**config.mk**
```make
export PLATFORM = sky130hd
export DESIGN_NAME = xmodem_block_receiver_core_flat
export DESIGN_NICKNAME = d
export VERILOG_FILES = /design/src/sv/xbr_pkg.sv /design/src/sv/xbr_channels.sv /design/src/sv/xbr_skid.sv /design/src/sv/xmodem_block_receiver_core.sv /design/src/flat_wrapper.sv
export SDC_FILE = /design/constraint.sdc
export NUM_CORES = 1
export LEC_CHECK = 0
export BUFFER_PORTS_ARGS = -buffer_cell sky130_fd_sc_hd__buf_2
export CAP_MARGIN = 10
export CORE_UTILIZATION = 25
export CTS_CLUSTER_DIAMETER = 150
export DETAILED_ROUTE_END_ITERATION = 10
export PLACE_DENSITY = 0.38
export SLEW_MARGIN = 20
export SYNTH_ARGS = -nofsm -noshare
export SYNTH_HDL_FRONTEND = slang
export SYNTH_SLANG_ARGS = --single-unit
```
**constraint.sdc**
```tcl
create_clock -name clk -period 5.8 [get_ports clk]
set_clock_uncertainty 0.15 [all_clocks]
set_input_delay 0.58 -clock clk [delete_from_list [all_inputs] [get_ports clk]]
set_output_delay 0.58 -clock clk [all_outputs]
set_load 0.02 [all_outputs]
```
**src/sv/xbr_pkg.sv**
```systemverilog
// Package: shared types and constants of the XMODEM block receiver.
package xbr_pkg;

    localparam int BLOCK_BYTES   = 128;
    localparam int INDEX_BITS    = $clog2(BLOCK_BYTES);
    localparam int ADDR_BITS_DEF = 24;
    localparam int MEM_ADDR_BITS = 24;
    localparam int BYTE_BITS     = 8;

    localparam logic [BYTE_BITS-1:0] HDR_SOH  = 8'h01;
    localparam logic [BYTE_BITS-1:0] HDR_EOT  = 8'h04;
    localparam logic [BYTE_BITS-1:0] CODE_ACK = 8'h06;

    typedef enum logic [2:0] {
        PH_HEADER   = 3'd0,
        PH_BLKNUM   = 3'd1,
        PH_BLKINV   = 3'd2,
        PH_DATA     = 3'd3,
        PH_CHECK    = 3'd4,
        PH_FINISHED = 3'd5
    } phase_t;

    typedef enum logic [1:0] {
        KIND_WRITE = 2'd0,
        KIND_ACK   = 2'd1,
        KIND_DONE  = 2'd2,
        KIND_FAIL  = 2'd3
    } kind_t;

    typedef struct packed {
        kind_t                    kind;
        logic [MEM_ADDR_BITS-1:0] mem_address;
        logic [BYTE_BITS-1:0]     value;
    } result_t;

endpackage

```
**src/sv/xbr_channels.sv**
```systemverilog
// Interfaces: valid/ready channels for received bytes and for results.
interface xbr_rx_if
    import xbr_pkg::*;
();
    logic                 valid;
    logic                 ready;
    logic [BYTE_BITS-1:0] rx_byte;

    modport source (output valid, output rx_byte, input ready);
    modport sink (input valid, input rx_byte, output ready);
endinterface

interface xbr_res_if
    import xbr_pkg::*;
();
    logic                     valid;
    logic                     ready;
    logic [1:0]               kind;
    logic [MEM_ADDR_BITS-1:0] mem_address;
    logic [BYTE_BITS-1:0]     value;

    modport source (output valid, output kind, output mem_address, output value, input ready);
    modport sink (input valid, input kind, input mem_address, input value, output ready);
endinterface

```
**src/sv/xbr_skid.sv**
```systemverilog
// Result register with one skid entry; ready toward the core is registered.
module xbr_skid
    import xbr_pkg::*;
(
    input  logic          clk,
    input  logic          rst_n,
    input  logic          push,
    input  result_t       push_data,
    output logic          push_ready,
    xbr_res_if.source     res
);

    logic    main_valid_reg, main_valid_next;
    logic    skid_valid_reg, skid_valid_next;
    result_t main_reg, main_next;
    result_t skid_reg, skid_next;
    logic    pop;

    assign pop        = main_valid_reg && res.ready;
    assign push_ready = !skid_valid_reg;

    always_comb
    begin
        main_valid_next = main_valid_reg;
        skid_valid_next = skid_valid_reg;
        main_next       = main_reg;
        skid_next       = skid_reg;
        if (skid_valid_reg)
        begin
            // drain the skid entry into the output register
            if (pop)
            begin
                main_next       = skid_reg;
                skid_valid_next = 1'b0;
            end
        end
        else if (push)
        begin
            if (!main_valid_reg || pop)
            begin
                main_next       = push_data;
                main_valid_next = 1'b1;
            end
            else
            begin
                skid_next       = push_data;
                skid_valid_next = 1'b1;
            end
        end
        else if (pop)
        begin
            main_valid_next = 1'b0;
        end
    end

    always_ff @(posedge clk or negedge rst_n)
    begin
        if (!rst_n)
        begin
            main_valid_reg <= 1'b0;
            skid_valid_reg <= 1'b0;
        end
        else
        begin
            main_valid_reg <= main_valid_next;
            skid_valid_reg <= skid_valid_next;
        end
    end

    always_ff @(posedge clk)
    begin
        main_reg <= main_next;
        skid_reg <= skid_next;
    end

    assign res.valid       = main_valid_reg;
    assign res.kind        = main_reg.kind;
    assign res.mem_address = main_reg.mem_address;
    assign res.value       = main_reg.value;

endmodule

```
**src/sv/xmodem_block_receiver_core.sv**
```systemverilog
// Top level: XMODEM 128-byte block receiver producing memory writes and status results.
//
//   channel | dir | payload                          | transfer when
//   --------+-----+----------------------------------+------------------------
//   rx      | in  | rx_byte                          | rx.valid && rx.ready
//   res     | out | kind, mem_address, value         | res.valid && res.ready
//
// One byte per cycle while rx.ready is high: the phase update and the result are
// formed combinationally from the phase, index and block base registers, and the
// result lands in the result register of the skid stage.
// Reset clears the phase to header wait, the index and the block base to zero.
// A stalled result fills the skid entry; rx.ready then drops until it drains.
module xmodem_block_receiver_core
    import xbr_pkg::*;
#(
    parameter int ADDR_BITS = ADDR_BITS_DEF
)
(
    input  logic      clk,
    input  logic      rst_n,
    xbr_rx_if.sink    rx,
    xbr_res_if.source res
);

    localparam int EXT_BITS = (ADDR_BITS > MEM_ADDR_BITS) ? ADDR_BITS : MEM_ADDR_BITS;

    phase_t                phase_reg, phase_next;
    logic [INDEX_BITS-1:0] byte_index_reg, byte_index_next;
    logic [ADDR_BITS-1:0]  write_address_reg, write_address_next;

    logic                  accept;
    logic                  res_push;
    logic                  push_ready;
    result_t               res_data;
    logic [ADDR_BITS-1:0]  out_addr;
    logic [EXT_BITS-1:0]   out_addr_ext;
    kind_t                 res_kind;
    logic [BYTE_BITS-1:0]  res_value;
    logic                  produce;

    assign rx.ready = push_ready;
    assign accept   = rx.valid && rx.ready;

    always_comb
    begin
        phase_next         = phase_reg;
        byte_index_next    = byte_index_reg;
        write_address_next = write_address_reg;
        produce            = 1'b0;
        res_kind           = KIND_WRITE;
        res_value          = rx.rx_byte;
        out_addr           = write_address_reg;
        case (phase_reg)
            PH_HEADER:
            begin
                produce = 1'b1;
                if (rx.rx_byte == HDR_SOH)
                begin
                    produce         = 1'b0;
                    phase_next      = PH_BLKNUM;
                    byte_index_next = '0;
                end
                else if (rx.rx_byte == HDR_EOT)
                begin
                    phase_next = PH_FINISHED;
                    res_kind   = KIND_DONE;
                    res_value  = HDR_EOT;
                end
                else
                begin
                    phase_next = PH_FINISHED;
                    res_kind   = KIND_FAIL;
                end
            end
            PH_BLKNUM:
            begin
                phase_next = PH_BLKINV;
            end
            PH_BLKINV:
            begin
                phase_next      = PH_DATA;
                byte_index_next = '0;
            end
            PH_DATA:
            begin
                produce  = 1'b1;
                res_kind = KIND_WRITE;
                out_addr = write_address_reg + ADDR_BITS'(byte_index_reg);
                // the index wraps to zero after the last data byte
                byte_index_next = byte_index_reg + 1'b1;
                if (byte_index_reg == INDEX_BITS'(BLOCK_BYTES - 1))
                begin
                    phase_next = PH_CHECK;
                end
            end
            PH_CHECK:
            begin
                produce            = 1'b1;
                res_kind           = KIND_ACK;
                res_value          = CODE_ACK;
                write_address_next = write_address_reg + ADDR_BITS'(BLOCK_BYTES);
                byte_index_next    = '0;
                phase_next         = PH_HEADER;
            end
            default:
            begin
                // finished, or an unused code: hold and drop every byte
            end
        endcase
    end

    assign out_addr_ext         = EXT_BITS'(out_addr);
    assign res_data.kind        = res_kind;
    assign res_data.mem_address = out_addr_ext[MEM_ADDR_BITS-1:0];
    assign res_data.value       = res_value;
    assign res_push             = accept && produce;

    always_ff @(posedge clk or negedge rst_n)
    begin
        if (!rst_n)
        begin
            phase_reg         <= PH_HEADER;
            byte_index_reg    <= '0;
            write_address_reg <= '0;
        end
        else if (accept)
        begin
            phase_reg         <= phase_next;
            byte_index_reg    <= byte_index_next;
            write_address_reg <= write_address_next;
        end
    end

    xbr_skid u_skid (
        .clk        (clk),
        .rst_n      (rst_n),
        .push       (res_push),
        .push_data  (res_data),
        .push_ready (push_ready),
        .res        (res)
    );

`ifndef SYNTHESIS
    a_index_only_in_data: assert property (@(posedge clk) disable iff (!rst_n)
        (phase_reg != PH_DATA) |-> (byte_index_reg == '0))
        else $error("byte index nonzero outside data phase");

    a_silent_when_finished: assert property (@(posedge clk) disable iff (!rst_n)
        (phase_reg == PH_FINISHED) |-> !res_push)
        else $error("result produced after transfer ended");

    a_base_block_aligned: assert property (@(posedge clk) disable iff (!rst_n)
        accept |=> (write_address_reg[INDEX_BITS-1:0] == '0))
        else $error("block base address not block aligned");
`endif

endmodule
```
**src/flat_wrapper.sv**
```systemverilog
// flat-port wrapper written by rule: the top's interface ports become plain ports
module xmodem_block_receiver_core_flat import xbr_pkg::*;
#(
    parameter int ADDR_BITS = ADDR_BITS_DEF
)
  (clk, rst_n, rx_valid, rx_rx_byte, rx_ready, res_valid, res_kind, res_mem_address, res_value, res_ready);
  xbr_rx_if rx_i ();
  xbr_res_if res_i ();
  input  logic clk;
  input  logic rst_n;
  input wire logic [$bits(rx_i.valid)-1:0] rx_valid;
  input wire logic [$bits(rx_i.rx_byte)-1:0] rx_rx_byte;
  output wire logic [$bits(rx_i.ready)-1:0] rx_ready;
  output wire logic [$bits(res_i.valid)-1:0] res_valid;
  output wire logic [$bits(res_i.kind)-1:0] res_kind;
  output wire logic [$bits(res_i.mem_address)-1:0] res_mem_address;
  output wire logic [$bits(res_i.value)-1:0] res_value;
  input wire logic [$bits(res_i.ready)-1:0] res_ready;
  assign rx_i.valid = rx_valid;
  assign rx_i.rx_byte = rx_rx_byte;
  assign rx_ready = rx_i.ready;
  assign res_valid = res_i.valid;
  assign res_kind = res_i.kind;
  assign res_mem_address = res_i.mem_address;
  assign res_value = res_i.value;
  assign res_i.ready = res_ready;
  xmodem_block_receiver_core #(.ADDR_BITS(ADDR_BITS)) u_core (.clk(clk), .rst_n(rst_n), .rx(rx_i), .res(res_i));
endmodule
```
; ---- Yosys cells after proc, flatten, opt, wreduce, memory -nomap -nowiden
; Index checks and enable logic that the tools add are counted.
[word_totals]
inputBits = 12
mem_bits_ro = 0
ramBits = 0
register_bits = 104
output_inout_bits = 36
latchBits = 0
mem_count = 0
[op_classes]
n_shift = 0
n_addsub = 3
bitwise_logic = 2
n_mux = 25
mul = 0
n_reduce_logical = 20
order_cmp = 0
div_mod_pow = 0
eq_ne = 11
[ops]
columns = op, count
row1 = 2-to-1 mux 34 bit, 4
row2 = adder 24 x 7 -> 24 bit, 1
row3 = adder 24 x 8 -> 24 bit (second input constant), 1
row4 = 2-to-1 mux 24 bit, 1
row5 = case mux 7 bit (3 select lines), 1
row6 = 2-to-1 mux 8 bit, 2
row7 = case mux 8 bit (2 select lines), 1
row8 = case mux 3 bit (5 select lines), 1
row9 = AND reduction 3 bit, 5
row10 = 2-to-1 mux 1 bit, 9
row11 = equality test 8 x 1 -> 1 bit (second input constant), 1
row12 = equality test 8 x 3 -> 1 bit (second input constant), 1
row13 = adder 7 x 1 -> 7 bit (second input constant), 1
row14 = equality test 7 bit (second input constant), 1
row15 = 2-to-1 mux 7 bit, 1
row16 = equality test 3 x 2 -> 1 bit (second input constant), 2
row17 = 2-to-1 mux 3 bit, 2
row18 = inequality test 2 x 1 -> 1 bit (second input constant), 3
row19 = nonzero test 2 bit, 3
row20 = nonzero test 5 bit, 1
row21 = case mux 2 bit (2 select lines), 1
row22 = OR reduction 2 bit, 2
row23 = equality test 3 x 1 -> 1 bit (second input constant), 1
row24 = equality test 3 bit (second input constant), 1
row25 = other kinds (10), 14

; ---- Longest topological paths before layout
; Gate-level depths: netlist of run 1.
[logic_depth]
ltp_word = 7
depth_mapped = 6

; ---- Cells and area by module
; Synthesis of run 1 repeated with hierarchy kept, for this count alone.
[hier_totals]
hier_cells = 269
area_unflattened_um2 = 4061.4
[modules_own_cells]
columns = mod, n_inst, area_each_um2, seq_area_each_um2, cells_per_inst
row1 = xbr_skid, 1, 2578.7, 2092.0, 117
row2 = xmodem_block_receiver_core, 1, 1482.7, 675.6, 152

; ---- Least setup slack after synthesis of run 1
; Ideal clock, no wire load.
[synth_timing]
kind = reg-to-reg
start = reg u_core.phase_reg[0]
end = reg u_core.u_skid.skid_reg[0] in the netlist's numbering, enable pin
path_stages_with_launch = 5
path_slack_ns = 1.486
setup_ns = 0.475
period_less_slack_ns = 4.314
n_path_buf = 0
arrival_time_ns = 3.689
cell_sequence = dfrtp_1 or3b_2 nor2_1 a311oi_1 nor3b_1
[synth_between]
elab_chain_len = 5
[synth_rtl]
columns = item, line
row1 = "start, declared", xmodem_block_receiver_core.sv:27  ; phase_t phase_reg, phase_next;
row2 = "start signal, assigned", xmodem_block_receiver_core.sv:128  ; phase_reg <= phase_next;
row3 = equality test 3 bit or equality test 3 x 2 -> 1 bit (tied branches), xmodem_block_receiver_core.sv:53  ; case (phase_reg)
row4 = OR reduction 2 bit (no source line), -
row5 = case mux 1 bit (2 select lines) (*), xmodem_block_receiver_core.sv:53
row6 = logical AND 1 bit (*), xmodem_block_receiver_core.sv:116  ; assign res_push = accept && produce;
row7 = AND reduction 3 bit (no source line) (*), -
row8 = "end signal, assigned", xbr_skid.sv:73  ; skid_reg <= skid_next;
row9 = "end, declared", xbr_skid.sv:16  ; result_t skid_reg, skid_next;
; Mark *: on every way between the ends. The rest lies on a longest branch, timed or not.
; A chain may end at the register's enable or synchronous reset.

; ---- Worst setup path in the final report of run 1
[layout_timing]
start = reg u_core.phase_reg[2]
end = reg u_core.u_skid.skid_reg[33] in the netlist's numbering, enable pin
; Same word-level chain as after synthesis.

==> summary.md, run 1 <==
| Metric | Value |
|---|---|
| Outcome | `completed` |
| Min Tclk post-route | `between 3000 and 4000 ps` |
| Clock Path Buffers | `2` |
| Required @ worst endpoint | `5660 ps` |
| Mapped Area | `approximately 0.004 mm^2` |
| Max FFs per register | `34` |
| Starting Density | `0.256` |
| Reg power frac | `0.441` |
| Row count | `46` |
| Final ANT Viol Nets | `0` |
| Setup violators final | `0` |
| Initial antenna violation count | `1` |
| Die Footprint | `~0.017 mm^2` |
| Critical path endpoint category | `flip-flop` |
| Worst skew pair latency | `~340 ps` |
| I/O pin count | `48` |
| EDFF count, synth | `68` |
| Sw frac | `0.321` |
| Total negative slack | `0 ps` |
| Average cell area after synthesis | `about 14 um^2` |
| Unique cell type count in the Yosys netlist | `47` |
| Pint | `around 1600 uW` |
| Fmax | `~300 MHz` |
| Total of max-cap violations | `0` |
| Core ar. | `approximately 0.016 mm^2` |
| Final Cycle Share | `0.575` |
| Clk sinks | `97` |
| Lkg Pwr | `between 0.0015 and 0.002 uW` |
| Comb power frac | `0.269` |
| Vias | `2,327` |
| Largest fanout on the critical path | `20` |
| Clock Root Buffer | `clkbuf_16` |
| Critical Path Source Type | `flip-flop` |
| Nets | `346` |
| Clock Power Share | `0.289` |
| Post-layout util | `0.310` |
| FFs w/ async S/R, synth | `0.299` |
| Net Sw Power | `between 700 and 800 uW` |
| Post-synth top flop | `edfxtp_1` |
| CTS tree | `built` |
| First-pass GRT wire length | `~13,000 um` |
| CP arrival | `between 3000 and 4000 ps` |
| Vert. Die Dim | `~130 um` |
| GRT Overall Usage | `0.110` |
| Drt drc | `0` |
| Layout cell share with drive strength beyond 1 | `0.300` |
| Largest net degree at the start of global routing | `35` |
| RSZ-0062 raised after global routing | `no` |
| Vias per inst | `between 4 and 5` |
| Filler instances | `between 1,500 and 2,000` |
| Slew Viols, Final | `0` |
| Slew HR | `0.407` |
| Commonest non-fill, non-tap cells in the layout | `68 x edfxtp_1, 47 x buf_2, 29 x dfrtp_1` |
| Post_cts resized | `0` |
| 1st-iter DRT viols | `about 130` |
| Seq/Total Area, Yosys | `0.684` |
| Die Wd | `around 130 um` |
| Port Buf Inserts | `47` |
| Syn Nets | `between 200 and 300` |
| DR WL/cell | `approximately 15 um` |
| Critical path class | `reg2reg` |
| Register bit total from synthesis | `97` |
| Actual slew at the worst max-slew pin | `883 ps` |
| Final wirelength | `8320 um` |
| Synth-to-layout area growth | `21.1%` |
| GP Congestion | `roughly 0.71` |
| Most common cell after layout, fill and taps aside | `edfxtp_1` |
| Hold Crit Class | `in2async` |
| Final hold violations | `0` |
| Power per cell area | `about 500 mW/mm^2` |
| # hold bufs at CTS | `0` |
| Reg clk slew, reported paths | `~70 ps` |
| Num CTS Buffers | `9` |
| # Post-CTS Setup Buffers | `0` |
| Post-Synthesis Cells | `approximately 280` |
| Pre-antenna DRT Iters | `4` |
| Synth warn | `0` |
| Grt total ovfl | `0` |
| # H-tree levels | `3` |
| Register area | `between 0.002 and 0.003 mm^2` |
| Area of the multi-input gates | `about 0.0012 mm^2` |
| Number of global-route vias before repair | `2,266` |
| VDD IR max | `approximately 0.00014 V` |
| Hpwl dp | `roughly 5300 um` |
-- metrics by stage --
| step | worst slack (ps) | instances | hold slack (ps) | total power, uW | instance area [um^2] |
|---|---|---|---|---|---|
| 2_1_floorplan | 1490 | 281 | 134 | 1510 | 4050 |
| 3_3_place_gp | 2430 | 537 | 341 | 1740 | 4550 |
| 3_5_place_dp | 2440 | 537 | 350 | 1730 | 4550 |
| 4_1_cts | 2420 | 553 | 169 | 2440 | 4900 |
| 5_1_grt | 2190 | 553 | 193 | 2550 | 4900 |
| 6_report | 2460 | 554 | 150 | 2400 | 4900 |
-- critical path, cell delays in order, from the launching register on --
cell	delay, ps
dfrtp_1	570
or3b_2	640
nor2_1	270
a311oi_1	180
nor3b_4	740
buf_4	440
-- path summary, 6_finish.rpt --
| check | slack [ps] | start | cells after the start | endpoint |
|---|---|---|---|---|
| max | 2460 | u_core.phase_reg[2]$_DFFE_PN0P_ | 5 | u_core.u_skid.skid_reg[33]$_DFFE_PP_ |
| max reg2reg | 2460 | u_core.phase_reg[2]$_DFFE_PN0P_ | 5 | u_core.u_skid.skid_reg[33]$_DFFE_PP_ |
| max in group asynchronous | 4870 | rst_n | 1 | u_core.write_address_reg[18]$_DFFE_PN0P_ |
| min reg2reg | 360 | u_core.write_address_reg[23]$_DFFE_PN0P_ | 1 | u_core.write_address_reg[23]$_DFFE_PN0P_ |
| min | 150 | rst_n | 1 | u_core.write_address_reg[11]$_DFFE_PN0P_ |
| min in group clk | 360 | u_core.write_address_reg[23]$_DFFE_PN0P_ | 1 | u_core.write_address_reg[23]$_DFFE_PN0P_ |
-- Yosys cell counts (2+ instances only) --
library cell,instances,area [um^2]
nand3_1,9,45.0
nand3b_1,2,15.0
xor2_1,6,52.6
inv_1,8,30.0
nor2b_1,2,12.5
o21ai_0,6,30.0
nor4_4,2,42.5
xnor2_1,13,114
or3_1,2,12.5
o21a_1,2,15.0
nor3_1,3,15.0
clkbuf_1,7,26.3
and3_1,3,18.8
nor3b_1,2,15.0
nand2b_1,3,18.8
o31ai_1,5,37.5
dfrtp_1,29,726
nor2_1,13,48.8
mux2_2,28,315
edfxtp_1,68,2040
nand4b_1,2,17.5
nand4_1,5,31.3
ha_1,2,25.0
a21oi_1,4,20.0
nand2_1,24,90.1
and2_1,9,56.3
o211ai_1,2,15.0
-- kinds of logic (layout without fill, tap and decap cells) --
family,count (synthesis),in the layout,share of synthesized area
and+or+nand+nor,88,88,0.124
buffers and inverters,18,74,0.0189
other,0,1,0
adders and majority gates,2,2,0.00618
AOI/OAI and AO/OA,28,28,0.0458
muxes,29,29,0.0804
DFF,97,97,0.684
xor gates and xnor gates,19,19,0.0411
-- power groups by stage --
stage,registers [uW],clock network (uW),logic (uW)
2_1_floorplan,1160,0,352
3_3_place_gp,1070,0,665
3_5_place_dp,1070,0,659
4_1_cts,1060,716,666
5_1_grt,1080,749,717
6_report,1060,695,647
-- final cells by class --
type	count	share of cell area
repair buffers	50	0.0526
diodes	1	0.000510
clock inverters	5	0.0207
multi-input cells	166	0.249
well taps	216	0.0551
flip-flops and latches	97	0.565
clock buffers	11	0.0516
inverters	8	0.00613
-- layer usage --
layer | wire length [um] | track usage | up-vias
met4 | 157 | 0.0478 | 0
met5 | 0 | 0 | -
met1 | 4310 | 0.159 | 1136
li1 | - | - | 1135
met3 | 385 | 0.0376 | 12
met2 | 3470 | 0.146 | 44
Power figures use the tool's default switching activity.
==> run 2: changes to the inputs <==
ABC_AREA = 1   (was unset)
clock period = 3.4 ns   (was 5.8 ns; I/O delays follow)
==> summary.md, run 2 <==
| Metric | Value |
|---|---|
| Buf+Inv Stages, Crit Path | `2` |
| Ant diodes | `0` |
| Final Cycle Share | `0.701` |
| Crit path max-delay cell type | `dfrtp_1` |
| Final wirelength | `9170 um` |
| Min Tclk post-route | `around 2400 ps` |
| Port Buf Inserts | `47` |
| # hold bufs at CTS | `1` |
| Core ar. | `roughly 0.017 mm^2` |
| Dpl cells | `roughly 700` |
| Row count | `47` |
| Leading area contributor after synthesis | `edfxtp_1` |
| Slew HR | `0.529` |
| Drt drc | `0` |
| Pwr Total | `around 3800 uW` |
| Critical path endpoint category | `flip-flop` |
| Seq/Total Area, Yosys | `0.647` |
| Worst skew pair latency | `between 300 and 400 ps` |
| Register bit total from synthesis | `slightly below 100` |
| Mapped Area | `around 0.0043 mm^2` |
| Num CTS Buffers | `9` |
| Synth warn | `0` |
| GP Congestion | `between 0.7 and 0.8` |
| Power per cell area | `around 750 mW/mm^2` |
| EDFF count, synth | `68` |
| First-pass GRT wire length | `~15,000 um` |
| Max stage delay on crit path | `about 440 ps` |
| 1st-iter DRT viols | `269` |
| Starting Density | `0.257` |
| Post_cts resized | `0` |
| Worst-path cell chain | `nor2_4 -> nand2_4 -> inv_1 -> nor2_1 -> nand2_1 -> nand3_1 -> nand2_1 -> buf_12` |
| Required @ worst endpoint | `roughly 3300 ps` |
| Crit-path most repeated cell | `nand2_1` |
| CP arrival | `between 2000 and 2500 ps` |
| Synth top area share | `0.478` |
| Clock Path Buffers | `2` |
| Critical path class | `reg2reg` |
| Total negative slack | `0 ps` |
| # Post-CTS Setup Buffers | `0` |
| Filler instances | `~1,700` |
| Most area-consuming cells after synthesis | `edfxtp_1 48%, dfrtp_1 17%, nand2_1 15%, inv_1 3.7%, nor2_1 3.7%` |
| Actual slew at the worst max-slew pin | `707 ps` |
| Dpl cell area | `0.00479 mm^2` |
| Vias | `roughly 3,000` |
| Synth-to-layout area growth | `19.4%` |
| Final ANT Viol Nets | `0` |
| Number of global-route vias before repair | `about 2,800` |
| Unique cell type count in the Yosys netlist | `27` |
| Post-synth top flop | `edfxtp_1` |
| Fmax | `between 400 and 500 MHz` |
| Pre-antenna DRT Iters | `4` |
| Most common cell after layout, fill and taps aside | `nand2_1` |
| Vias per inst | `between 4 and 5` |
| Vert. Die Dim | `133 um` |
| Clock Root Buffer | `clkbuf_16` |
| Average cell area after synthesis | `9.76 um^2` |
| Max FFs per register | `34` |
| CTS tree | `built` |
| Largest fanout on the critical path | `25` |
| Nets | `505` |
| Count leader, synth | `nand2_1` |
| Reg clk slew, reported paths | `~70 ps` |
| # H-tree levels | `3` |
| CP top delay family | `simple AND/OR/NAND/NOR gates` |
| Design Area, Final | `slightly above 0.005 mm^2` |
| Initial antenna violation count | `0` |
| Total of max-cap violations | `0` |
| Commonest non-fill, non-tap cells in the layout | `168 x nand2_1, 68 x edfxtp_1, 47 x buf_2` |
| Final std cells w/o fill | `between 700 and 800` |
| Outcome | `completed` |
| Hold Crit Class | `in2reg` |
| Die Footprint | `approximately 0.018 mm^2` |
| Critical Path Source Type | `flip-flop` |
| Clk sinks | `97` |
| Slew Viols, Final | `0` |
| Post-Synthesis Cells | `between 400 and 500` |
| Final hold violations | `0` |
| Setup violators final | `0` |
| DR WL/cell | `12.8 um` |
| RSZ-0062 raised after global routing | `no` |
| Syn Nets | `~450` |
| I/O pin count | `48` |
| VDD IR max | `~0.00028 V` |
| Lkg Pwr | `approximately 0.0021 uW` |
| Hpwl dp | `roughly 6400 um` |
| Die Wd | `~130 um` |
| Grt total ovfl | `0` |
| Largest net degree at the start of global routing | `50` |
| GRT Overall Usage | `0.112` |
| Layout cell share with drive strength beyond 1 | `0.163` |
| FFs w/ async S/R, synth | `0.299` |
| Commonest cells in the synthesized netlist | `168 x nand2_1, 68 x edfxtp_1, 42 x inv_1, 42 x nor2_1, 29 x dfrtp_1` |
[run 2: cell types whose count changed in the layout (fill, tap and decap cells not counted), sizes merged, moves of 4 or more]
cell	before	now
inv	8	47
o31ai	5	0
xnor2	13	2
nand3	9	15
nand2	24	172
nor2	13	48
and2	9	0
o21ai	7	29
mux2	28	0
nor3	4	0
[run 2: path summary, 6_finish.rpt]
check,slack (ps),depth (start not counted),startpoint,end
max in group asynchronous,2210,2,rst_n,u_core.write_address_reg[16]$_DFFE_PN0P_
min in group asynchronous,410,2,rst_n,u_core.u_skid.res.valid$_DFFE_PN0P_
setup reg to reg,1020,8,u_core.phase_reg[0]$_DFFE_PN0P_,u_core.u_skid.res.value[2]$_DFFE_PP_
hold reg to reg,360,0,u_core.write_address_reg[13]$_DFFE_PN0P_,u_core.u_skid.skid_reg[21]$_DFFE_PP_
hold / removal,150,3,rx_rx_byte[1],u_core.u_skid.skid_reg[1]$_DFFE_PP_
setup / recovery,1020,8,u_core.phase_reg[0]$_DFFE_PN0P_,u_core.u_skid.res.value[2]$_DFFE_PP_
[run 2: power breakdown]
part | internal (uW) | total [uW] | switching (uW)
clock | 608 | 1050 | 444
combinational | 297 | 1060 | 766
sequential | 1590 | 1700 | 112
[run 2: metrics by stage]
stage	hold WS, ps	worst slack, ps	util
floorplan	-106	1050	-
global placement	296	1000	0.288
detailed placement	292	977	0.288
CTS	128	952	0.307
global route	146	836	0.307
finish	147	1020	0.307
[run 2: cell type report]
cell class | instances | area [um^2] | share of cell area
well taps | 220 | 275 | 0.0539
clock buffers | 11 | 253 | 0.0495
multi-input cells | 286 | 1290 | 0.252
inverters | 46 | 175 | 0.0343
repair buffers | 51 | 293 | 0.0574
clock inverters | 5 | 52.6 | 0.0103
flip-flops and latches | 97 | 2770 | 0.542
[run 2: logic make-up (layout without fill, tap and decap cells)]
kind of cell / count (synthesis) / in the layout / share of synthesized area
buffers and inverters: 55 / 113 / 0.0515
xor gates and xnor gates: 11 / 11 / 0.0225
adders and majority gates: 2 / 2 / 0.00585
DFF: 97 / 97 / 0.647
AOI/OAI and AO/OA: 35 / 35 / 0.0427
and+or+nand+nor: 238 / 238 / 0.230
[run 2: worst min-delay path, cell delays in order]
cell and delay, ps:
buf_2 80, inv_1 60, nand2_1 70
[run 2: per-layer routing]
metal,track usage,up-vias,part of all wire
met3,0.0272,17,0.033
met4,0.0607,0,0.028
li1,-,1507,-
met2,0.160,50,0.43
met5,0,-,0
met1,0.156,1390,0.51
==> run 3: changes to the inputs <==
ABC_AREA = 0   (was 1)
clock period = 2.45 ns   (was 3.4 ns; I/O delays follow)
==> summary.md, run 3 (synthesis results as in run 1) <==
| Metric | Value |
|---|---|
| Core ar. | `about 0.016 mm^2` |
| Outcome | `completed` |
| Commonest non-fill, non-tap cells in the layout | `68 x edfxtp_1, 47 x buf_2, 29 x dfrtp_1` |
| Number of global-route vias before repair | `roughly 2,400` |
| Final ANT Viol Nets | `0` |
| Layout cell share with drive strength beyond 1 | `0.331` |
| CP Depth | `5` |
| Min Tclk post-route | `between 2000 and 2500 ps` |
| Grt total ovfl | `0` |
| Max FFs per register | `34` |
| Pint | `approximately 3700 uW` |
| Largest net degree at the start of global routing | `32` |
| Sw frac | `0.332` |
| # H-tree levels | `3` |
| Critical Path Source Type | `flip-flop` |
| Comb power frac | `0.316` |
| Slew Viols, Final | `0` |
| Worst-path cell chain | `or3b_4 -> nor2_4 -> a311oi_4 -> nor3b_4 -> buf_12` |
| Critical path endpoint category | `flip-flop` |
| Pre-antenna DRT Iters | `4` |
| GRT Overall Usage | `0.110` |
| Lkg Pwr | `0.00191 uW` |
| Reg power frac | `0.437` |
| Clock Path Buffers | `2` |
| Num CTS Buffers | `9` |
| Hold Crit Class | `in2reg` |
| VDD IR max | `about 0.00037 V` |
| Final Cycle Share | `0.858` |
| Hpwl dp | `around 5700 um` |
| Vias | `roughly 2,400` |
| Hold path cells | `2` |
| Net Sw Power | `1860 uW` |
| Clock Power Share | `0.247` |
| HP Start | `rx_rx_byte[4]` |
| Total of max-cap violations | `0` |
| Buf+Inv Stages, Crit Path | `1` |
| Critical path class | `reg2reg` |
| Starting Density | `0.256` |
| Final wirelength | `roughly 8300 um` |
| Final worst slack | `approximately 350 ps` |
| Max stage delay on crit path | `approximately 500 ps` |
| Largest fanout on the critical path | `20` |
| CTS tree | `built` |
| Worst r2r path cells | `5` |
| DR WL/cell | `14.6 um` |
| Reg clk slew, reported paths | `~70 ps` |
| First-pass GRT wire length | `around 13,000 um` |
| Crit path launch | `u_core.phase_reg[0]$_DFFE_PN0P_` |
| Clock Root Buffer | `clkbuf_16` |
| Synth-to-layout area growth | `23.9%` |
| Slew HR | `0.508` |
| Clk sinks | `97` |
| Port Buf Inserts | `47` |
| Ant diodes | `0` |
| Power per cell area | `around 1100 mW/mm^2` |
| Die Wd | `129 um` |
| Crit path max-delay cell type | `or3b_4` |
| # Post-CTS Setup Buffers | `0` |
| I/O pin count | `48` |
| Worst R2R Start | `u_core.phase_reg[0]$_DFFE_PN0P_` |
| Dpl ws | `roughly 70 ps` |
| Most common cell after layout, fill and taps aside | `edfxtp_1` |
| Required @ worst endpoint | `2340 ps` |
| Worst skew pair latency | `between 300 and 400 ps` |
| RSZ-0062 raised after global routing | `no` |
| Vias per inst | `4.26` |
| Actual slew at the worst max-slew pin | `approximately 740 ps` |
| Fmax | `roughly 480 MHz` |
| Row count | `46` |
| GP Congestion | `about 0.73` |
| Initial antenna violation count | `0` |
| Pwr Total | `5610 uW` |
| 1st-iter DRT viols | `118` |
| Final hold violations | `0` |
| CP top delay family | `simple AND/OR/NAND/NOR gates` |
| Die Footprint | `0.0167 mm^2` |
| Drt drc | `0` |
| Design Area, Final | `around 0.005 mm^2` |
| CP arrival | `approximately 2000 ps` |
| Nets | `around 360` |
| Setup violators final | `0` |
| Dpl cell area | `0.00472 mm^2` |
| Vert. Die Dim | `around 130 um` |
==> run 3: changes by cell type in the layout (fill, tap and decap cells not counted), sizes merged, moves of 12 or more <==
cell	before	now
nand2	172	24
buf	50	62
nor2	48	13
mux2	0	28
o21ai	29	7
inv	47	8
==> run 3: repair_timing <==
item | in CTS | in global routing
resized for setup | 0 | 0
hold buffers | 1 | 0
endpoints found under the hold margin | 29 | 0
==> run 3: through the flow <==
stage          std cells  utilization  TNS [ps]  hold WS (ps)
2_1_floorplan        281            -     -5310          -201
3_3_place_gp         549        0.298         0           200
3_5_place_dp         549        0.298         0           208
4_1_cts              566        0.317         0          65.0
5_1_grt              566        0.317         0          85.6
6_report             566        0.317         0          82.8
==> run 3: layout make-up <==
class                   count  area, um^2
inverters                   8        30.0
multi-input cells         166        1260
fillers                  1598       10800
well taps                 216         270
clock buffers              11         233
clock inverters             5        56.3
repair buffers             63         395
flip-flops and latches     97        2770
==> run 3: per-layer routing <==
layer  global-route usage  vias to the layer above  wire (um)
met1                0.154                     1188       4180
met2                0.155                       39       3610
met5                    0                        -          0
li1                     -                     1174          -
met4               0.0685                        0        202
met3               0.0244                       11        279
==> run 3: path summary, 6_finish.rpt <==
path | to | slack (ps)
worst min-delay path | u_core.u_skid.skid_reg[4]$_DFFE_PP_ | 80
worst min register to register | u_core.write_address_reg[23]$_DFFE_PN0P_ | 350
worst max register to register | u_core.u_skid.skid_reg[33]$_DFFE_PP_ | 350
min in group asynchronous | u_core.phase_reg[2]$_DFFE_PN0P_ | 370
worst max-delay path | u_core.u_skid.skid_reg[33]$_DFFE_PP_ | 350
max in group asynchronous | u_core.u_skid.res.valid$_DFFE_PN0P_ | 1310
==> run 3: power by group through the flow <==
stage          combinational, uW  sequential [uW]  clock [uW]
3_3_place_gp                1800             2490           0
5_1_grt                     1960             2500        1510
6_report                    1770             2450        1380
2_1_floorplan                898             2740           0
3_5_place_dp                1810             2480           0
4_1_cts                     1820             2450        1450
